## config.mk

```make
export PLATFORM = sky130hd
export DESIGN_NAME = fvns_ctrl
export DESIGN_NICKNAME = d
export VERILOG_FILES = /design/src/fvns_pkg.sv /design/src/fvns_ctrl.sv
export SDC_FILE = /design/constraint.sdc
export NUM_CORES = 1
export LEC_CHECK = 0
export BUFFER_PORTS_ARGS = -buffer_cell sky130_fd_sc_hd__buf_2
export CELL_PAD_IN_SITES_DETAIL_PLACEMENT = 0
export CELL_PAD_IN_SITES_GLOBAL_PLACEMENT = 1
export CORE_UTILIZATION = 38
export CTS_CLUSTER_DIAMETER = 80
export CTS_CLUSTER_SIZE = 12
export DETAILED_ROUTE_END_ITERATION = 8
export PLACE_DENSITY_LB_ADDON = 0.12
export SLEW_MARGIN = 20
export SYNTH_ARGS = -nofsm -noshare
export SYNTH_HDL_FRONTEND = slang
export SYNTH_SLANG_ARGS = --single-unit
```

## constraint.sdc

```tcl
create_clock -name clk -period 1.89 [get_ports clk]
set_input_delay 0.378 -clock clk [delete_from_list [all_inputs] [get_ports clk]]
set_output_delay 0.378 -clock clk [all_outputs]
set_load 0.02 [all_outputs]
```

## src/fvns_pkg.sv

```systemverilog
// Shared types and constants for the four-voice note sequencer.
`default_nettype none
package fvns_pkg;
  localparam int SONG_BYTES = 8192;

  localparam logic [1:0] KIND_WRITE = 2'd0;
  localparam logic [1:0] KIND_START = 2'd1;
  localparam logic [1:0] KIND_TICK  = 2'd2;

  localparam logic ITEM_NOTE   = 1'b0;
  localparam logic ITEM_STATUS = 1'b1;

  localparam logic [15:0] DUR_END = 16'hffff;

  // Datapath commands from the controller.
  typedef enum logic [3:0] {
    CMD_NONE,
    CMD_WRITE,      // store in_data at in_address
    CMD_RD_HDR,     // issue header byte read for byte index
    CMD_HDR_LO,     // capture offset low byte
    CMD_HDR_HI,     // capture offset high byte, set pointer
    CMD_RD_NOTE,    // issue note byte read
    CMD_CAP_NOTE,   // capture note byte idx
    CMD_MATH1,      // register products
    CMD_COMMIT      // update voice, build event
  } cmd_t;

  typedef struct packed {
    cmd_t       cmd;
    logic [1:0] voice;
    logic [2:0] idx;
  } ctl_t;

  typedef struct packed {
    logic       done;   // selected voice ended
    logic       due;    // selected voice countdown <= 1
  } sts_t;
endpackage
`default_nettype wire

```

## src/fvns_ctrl.sv

```systemverilog
// Sequencing controller for write, start and tick requests.
`default_nettype none
module fvns_ctrl
  import fvns_pkg::*;
#(
  parameter int VOICES = 4
) (
  input  wire logic       clk,
  input  wire logic       rst_n,
  input  wire logic       in_valid,
  output logic            in_ready,
  input  wire logic [1:0] in_kind,
  input  wire sts_t       sts,
  output ctl_t            ctl,
  output logic            dec,
  output logic            start,
  output logic            emit,        // event or status ready to load
  output logic            emit_status,
  output logic            emit_playing,
  output logic            emit_finished,
  input  wire logic       out_free
);
  typedef enum logic [2:0] {
    S_IDLE, S_HDR, S_VOICE, S_NOTE, S_MATH, S_EMIT, S_STATUS
  } state_t;

  state_t     state_r;
  logic [1:0] v_r;
  logic [2:0] i_r;
  logic       phase_r;
  logic       active_r, run_r;

  assign in_ready = state_r == S_IDLE;

  always_comb begin
    ctl = '{cmd: CMD_NONE, voice: v_r, idx: i_r};
    dec = 1'b0;
    start = 1'b0;
    emit = 1'b0;
    emit_status = 1'b0;
    emit_playing = 1'b0;
    emit_finished = 1'b0;
    unique case (state_r)
      S_IDLE: begin
        if (in_valid && in_kind == KIND_WRITE) ctl.cmd = CMD_WRITE;
        if (in_valid && in_kind == KIND_START) start = 1'b1;
      end
      S_HDR: begin
        ctl.cmd = !phase_r ? CMD_RD_HDR : (i_r[0] ? CMD_HDR_HI : CMD_HDR_LO);
        ctl.idx = {2'b0, i_r[0] ^ phase_r};
        if (phase_r) ctl.idx = {2'b0, i_r[0]};
        if (!phase_r) ctl.idx = {2'b0, i_r[0]};
      end
      S_VOICE: dec = !sts.done && !sts.due;
      S_NOTE: ctl.cmd = !phase_r ? CMD_RD_NOTE : CMD_CAP_NOTE;
      S_MATH: ctl.cmd = CMD_MATH1;
      S_EMIT: if (out_free) begin
        ctl.cmd = CMD_COMMIT;
        emit = 1'b1;
      end
      S_STATUS: if (out_free) begin
        emit = 1'b1;
        emit_status = 1'b1;
        emit_playing = active_r && run_r;
        emit_finished = active_r && !run_r;
      end
      default: ;
    endcase
  end

  always_ff @(posedge clk) begin
    if (!rst_n) begin
      state_r <= S_IDLE;
      v_r <= '0;
      i_r <= '0;
      phase_r <= 1'b0;
      active_r <= 1'b0;
      run_r <= 1'b0;
    end else begin
      unique case (state_r)
        S_IDLE: if (in_valid) begin
          v_r <= '0;
          i_r <= '0;
          phase_r <= 1'b0;
          run_r <= 1'b0;
          if (in_kind == KIND_START) begin
            active_r <= 1'b1;
            if (VOICES > 0) state_r <= S_HDR;
          end else if (in_kind == KIND_TICK) begin
            state_r <= active_r ? S_VOICE : S_STATUS;
          end
        end
        S_HDR: begin
          phase_r <= !phase_r;
          if (phase_r) begin
            i_r <= {2'b0, !i_r[0]};
            if (i_r[0]) begin
              if (32'(v_r) == VOICES - 1) state_r <= S_IDLE;
              else v_r <= v_r + 2'd1;
            end
          end
        end
        S_VOICE: begin
          if (!sts.done) run_r <= 1'b1;
          if (!sts.done && sts.due) begin
            state_r <= S_NOTE;
            i_r <= '0;
            phase_r <= 1'b0;
          end else if (32'(v_r) == VOICES - 1) state_r <= S_STATUS;
          else v_r <= v_r + 2'd1;
        end
        S_NOTE: begin
          phase_r <= !phase_r;
          if (phase_r) begin
            if (i_r == 3'd4) state_r <= S_MATH;
            else i_r <= i_r + 3'd1;
          end
        end
        S_MATH: state_r <= S_EMIT;
        S_EMIT: if (out_free) begin
          if (32'(v_r) == VOICES - 1) state_r <= S_STATUS;
          else begin
            v_r <= v_r + 2'd1;
            state_r <= S_VOICE;
          end
        end
        S_STATUS: if (out_free) begin
          if (active_r && !run_r) active_r <= 1'b0;
          state_r <= S_IDLE;
        end
        default: state_r <= S_IDLE;
      endcase
    end
  end

  a_emit_busy: assert property (@(posedge clk) disable iff (!rst_n)
    emit |-> !in_ready) else $error("emit while idle");
  a_dec_guard: assert property (@(posedge clk) disable iff (!rst_n)
    dec |-> !sts.due) else $error("decrement at due count");
  a_status_one: assert property (@(posedge clk) disable iff (!rst_n)
    emit_status |-> !(emit_playing && emit_finished)) else $error("status both");
endmodule
`default_nettype wire

```

==> impl_results.md <==
* First-pass GRT wire length at roughly 4300 um
* Asr flop ratio synth at 0
* Final core occ at 0.485
* Worst clock skew at 0.00241 ns
* IO Count at 24
* Unrepaired setup endpoints after global routing: false
* Final TNS setup at 0 ns
* # port buffers at 23
* Worst R2R Path Depth at 7
* Initial core utilization at 0.408
* Root buffer cell: clkbuf_4
* DRT Wirelength at about 2700 um
* Syn avg cell area at about 8.0 um2
* Die area at slightly below 3000 um2
* CTS tree: built
* Vias at 1064
* Warnings from Yosys at 0
* Post-route ant nets at 0
* Mapped Area at between 1000 and 1500 um2
* Core ar. at 2520 um2
* Largest net degree at the start of global routing at 14
* Worst Tran Pin Value at approximately 0.48 ns
* CTS Buf Count at 3
* Commonest non-fill, non-tap cell in the layout: buf_2
* Tcrit/Tclk final at 0.962
* Lkg Pwr at ~0.52 nW
* Syn_nets at 140
* # DRC at 0
* Total track usage at 0.209
* CP Class: flop to output pin
* H-tree Lvls at 1
* Max-cap viol count at 0
* Hold-fix buffers at CTS at 0
* Power Dens Cells at between 1500 and 2000 nW/um2
* Max rail drop VDD at 0.685 mV
* Vias per cell at 5.72
* Worst hold path type: input pin to flop
* Initial antenna violation count at 0
* Placed cell count at around 180
* Commonest non-fill, non-tap cells in the layout: buf_2, nand2_1, a21oi_1
* Seq/Total Area, Yosys at 0.214
* Hold Path Depth at 2
* Critical Path Start Type: flop
* Routability cong. at 0.853
* Cell Rows at 18
* Max Root-Sink Buffers at 2
* Post-DP HPWL at 2090 um
* Final Worst Setup Slack at between 0.07 and 0.08 ns
* Final worst path period need at about 1.8 ns
* Finish-stage setup viols at 0
* Crit-path max FO at 13
* Syn Inst Count at 129
* Diode count at 0
* Clock transition at the registers of the reported paths at 0.07 ns
* Syn-to-layout area delta at 18.8%
* FMAX at about 550 MHz
* Finished Layout Cells at approximately 190
* Fin. Hold Viols at 0
* Pre-CTS setup slack at around 0.11 ns
* Worst EP required at between 1.5 and 2 ns
* Crit end category: output pin
* Share of cells above drive strength 1 at 0.333
* Max-slew violations at 0
* Chip Width at 54.1 um
* Nets at around 170
* Drt initial violations at 37
* Fillers at about 260
* Synth Register Bits at 11
* Later-pin clock latency in the skew report at 0.27 ns
* Vias in the first global route at about 940
* Die height at 54.1 um
* Routed wire per std cell at roughly 15 um
* CTS sink cnt at 11
* Synth cell types at 49
* Total chip power at around 1.9 mW
* DRT Pass-1 Iters at 4
* Remaining global-route overflow at 0
* Status: completed
* Arr. time, crit path at roughly 1.4 ns
* Worst rel slew slack at 0.681
* EDFF count, synth at 0
* Ys flop type: dfxtp_1
-- power by group --
part           internal, mW  total, mW  switching [mW]
Sequential            0.305      0.434           0.129
Clock                0.0818      0.165          0.0832
Combinational         0.551       1.32           0.769
-- layout make-up --
cell class | instances | area (um2) | share of cell area
Tap cell | 30 | 37.5 | 0.0307
Inverter | 8 | 30.0 | 0.0245
Sequential cell | 11 | 231 | 0.189
Timing Repair Buffer | 31 | 178 | 0.145
Clock buffer | 4 | 26.3 | 0.0215
Multi-Input combinational cell | 102 | 721 | 0.589
-- synthesized netlist by cell type, types with 3 or more instances --
cell,count,share of area
nor3_1,5,0.024
nor2_1,10,0.036
ha_1,3,0.036
nand2b_1,3,0.018
inv_1,7,0.026
o21ai_0,6,0.029
nand2_1,16,0.058
mux2i_1,4,0.039
dfxtp_1,11,0.21
a21oi_1,12,0.058
buf_6,4,0.044
nand3_1,3,0.015
-- per-stage QoR --
step           instance area [um2]  hold WS, ns
6_report                      1220        0.432
2_1_floorplan                 1030        0.463
5_1_grt                       1220        0.433
4_1_cts                       1210        0.432
3_5_place_dp                  1180        0.471
3_3_place_gp                  1180        0.464
-- timing repair --
action	4_1_cts	5_1_grt
buffers inserted	0	0
endpoints found under the setup margin	7	5
resized for setup	4	7
-- path summary, 6_finish.rpt --
kind,slack (ns),end,startpoint
min,0.43,active_r,rst_n
min reg2reg,0.48,v_r[1],v_r[1]
max,0.07,start,state_r[0]
max reg2reg,0.25,i_r[2],i_r[0]
-- cells by family (layout without fill, tap and decap cells) --
kind of cell	after synthesis	after routing	synth area share
buffers and inverters	16	43	0.0936
flip-flops	11	11	0.214
AO/OA/AOI/OAI	41	41	0.326
multiplexers	4	4	0.0389
XOR/XNOR	1	1	0.00851
AND/OR/NAND/NOR	53	53	0.283
adder cells (fa/ha/maj)	3	3	0.0365
-- sequential cells by signal, summed over array words and instances (netlist names) --
signal and flops:
phase_r 1, run_r 1, i_r 3, active_r 1, v_r 2, state_r 3
-- metal layers --
metal	part of all wire	routed length [um]	GRT usage
met1	0.46	1250	0.271
met2	0.45	1230	0.325
met3	0.060	164	0.0508
met4	0.026	70	0.0897
met5	0	0	0
-- worst max-delay path: stages, from the launching register on --
cell     delay, ns
dfxtp_4       0.40
nor3_1        0.36
and3_1        0.24
buf_2         0.17
No activity file was read; power rests on OpenSTA's default activity.
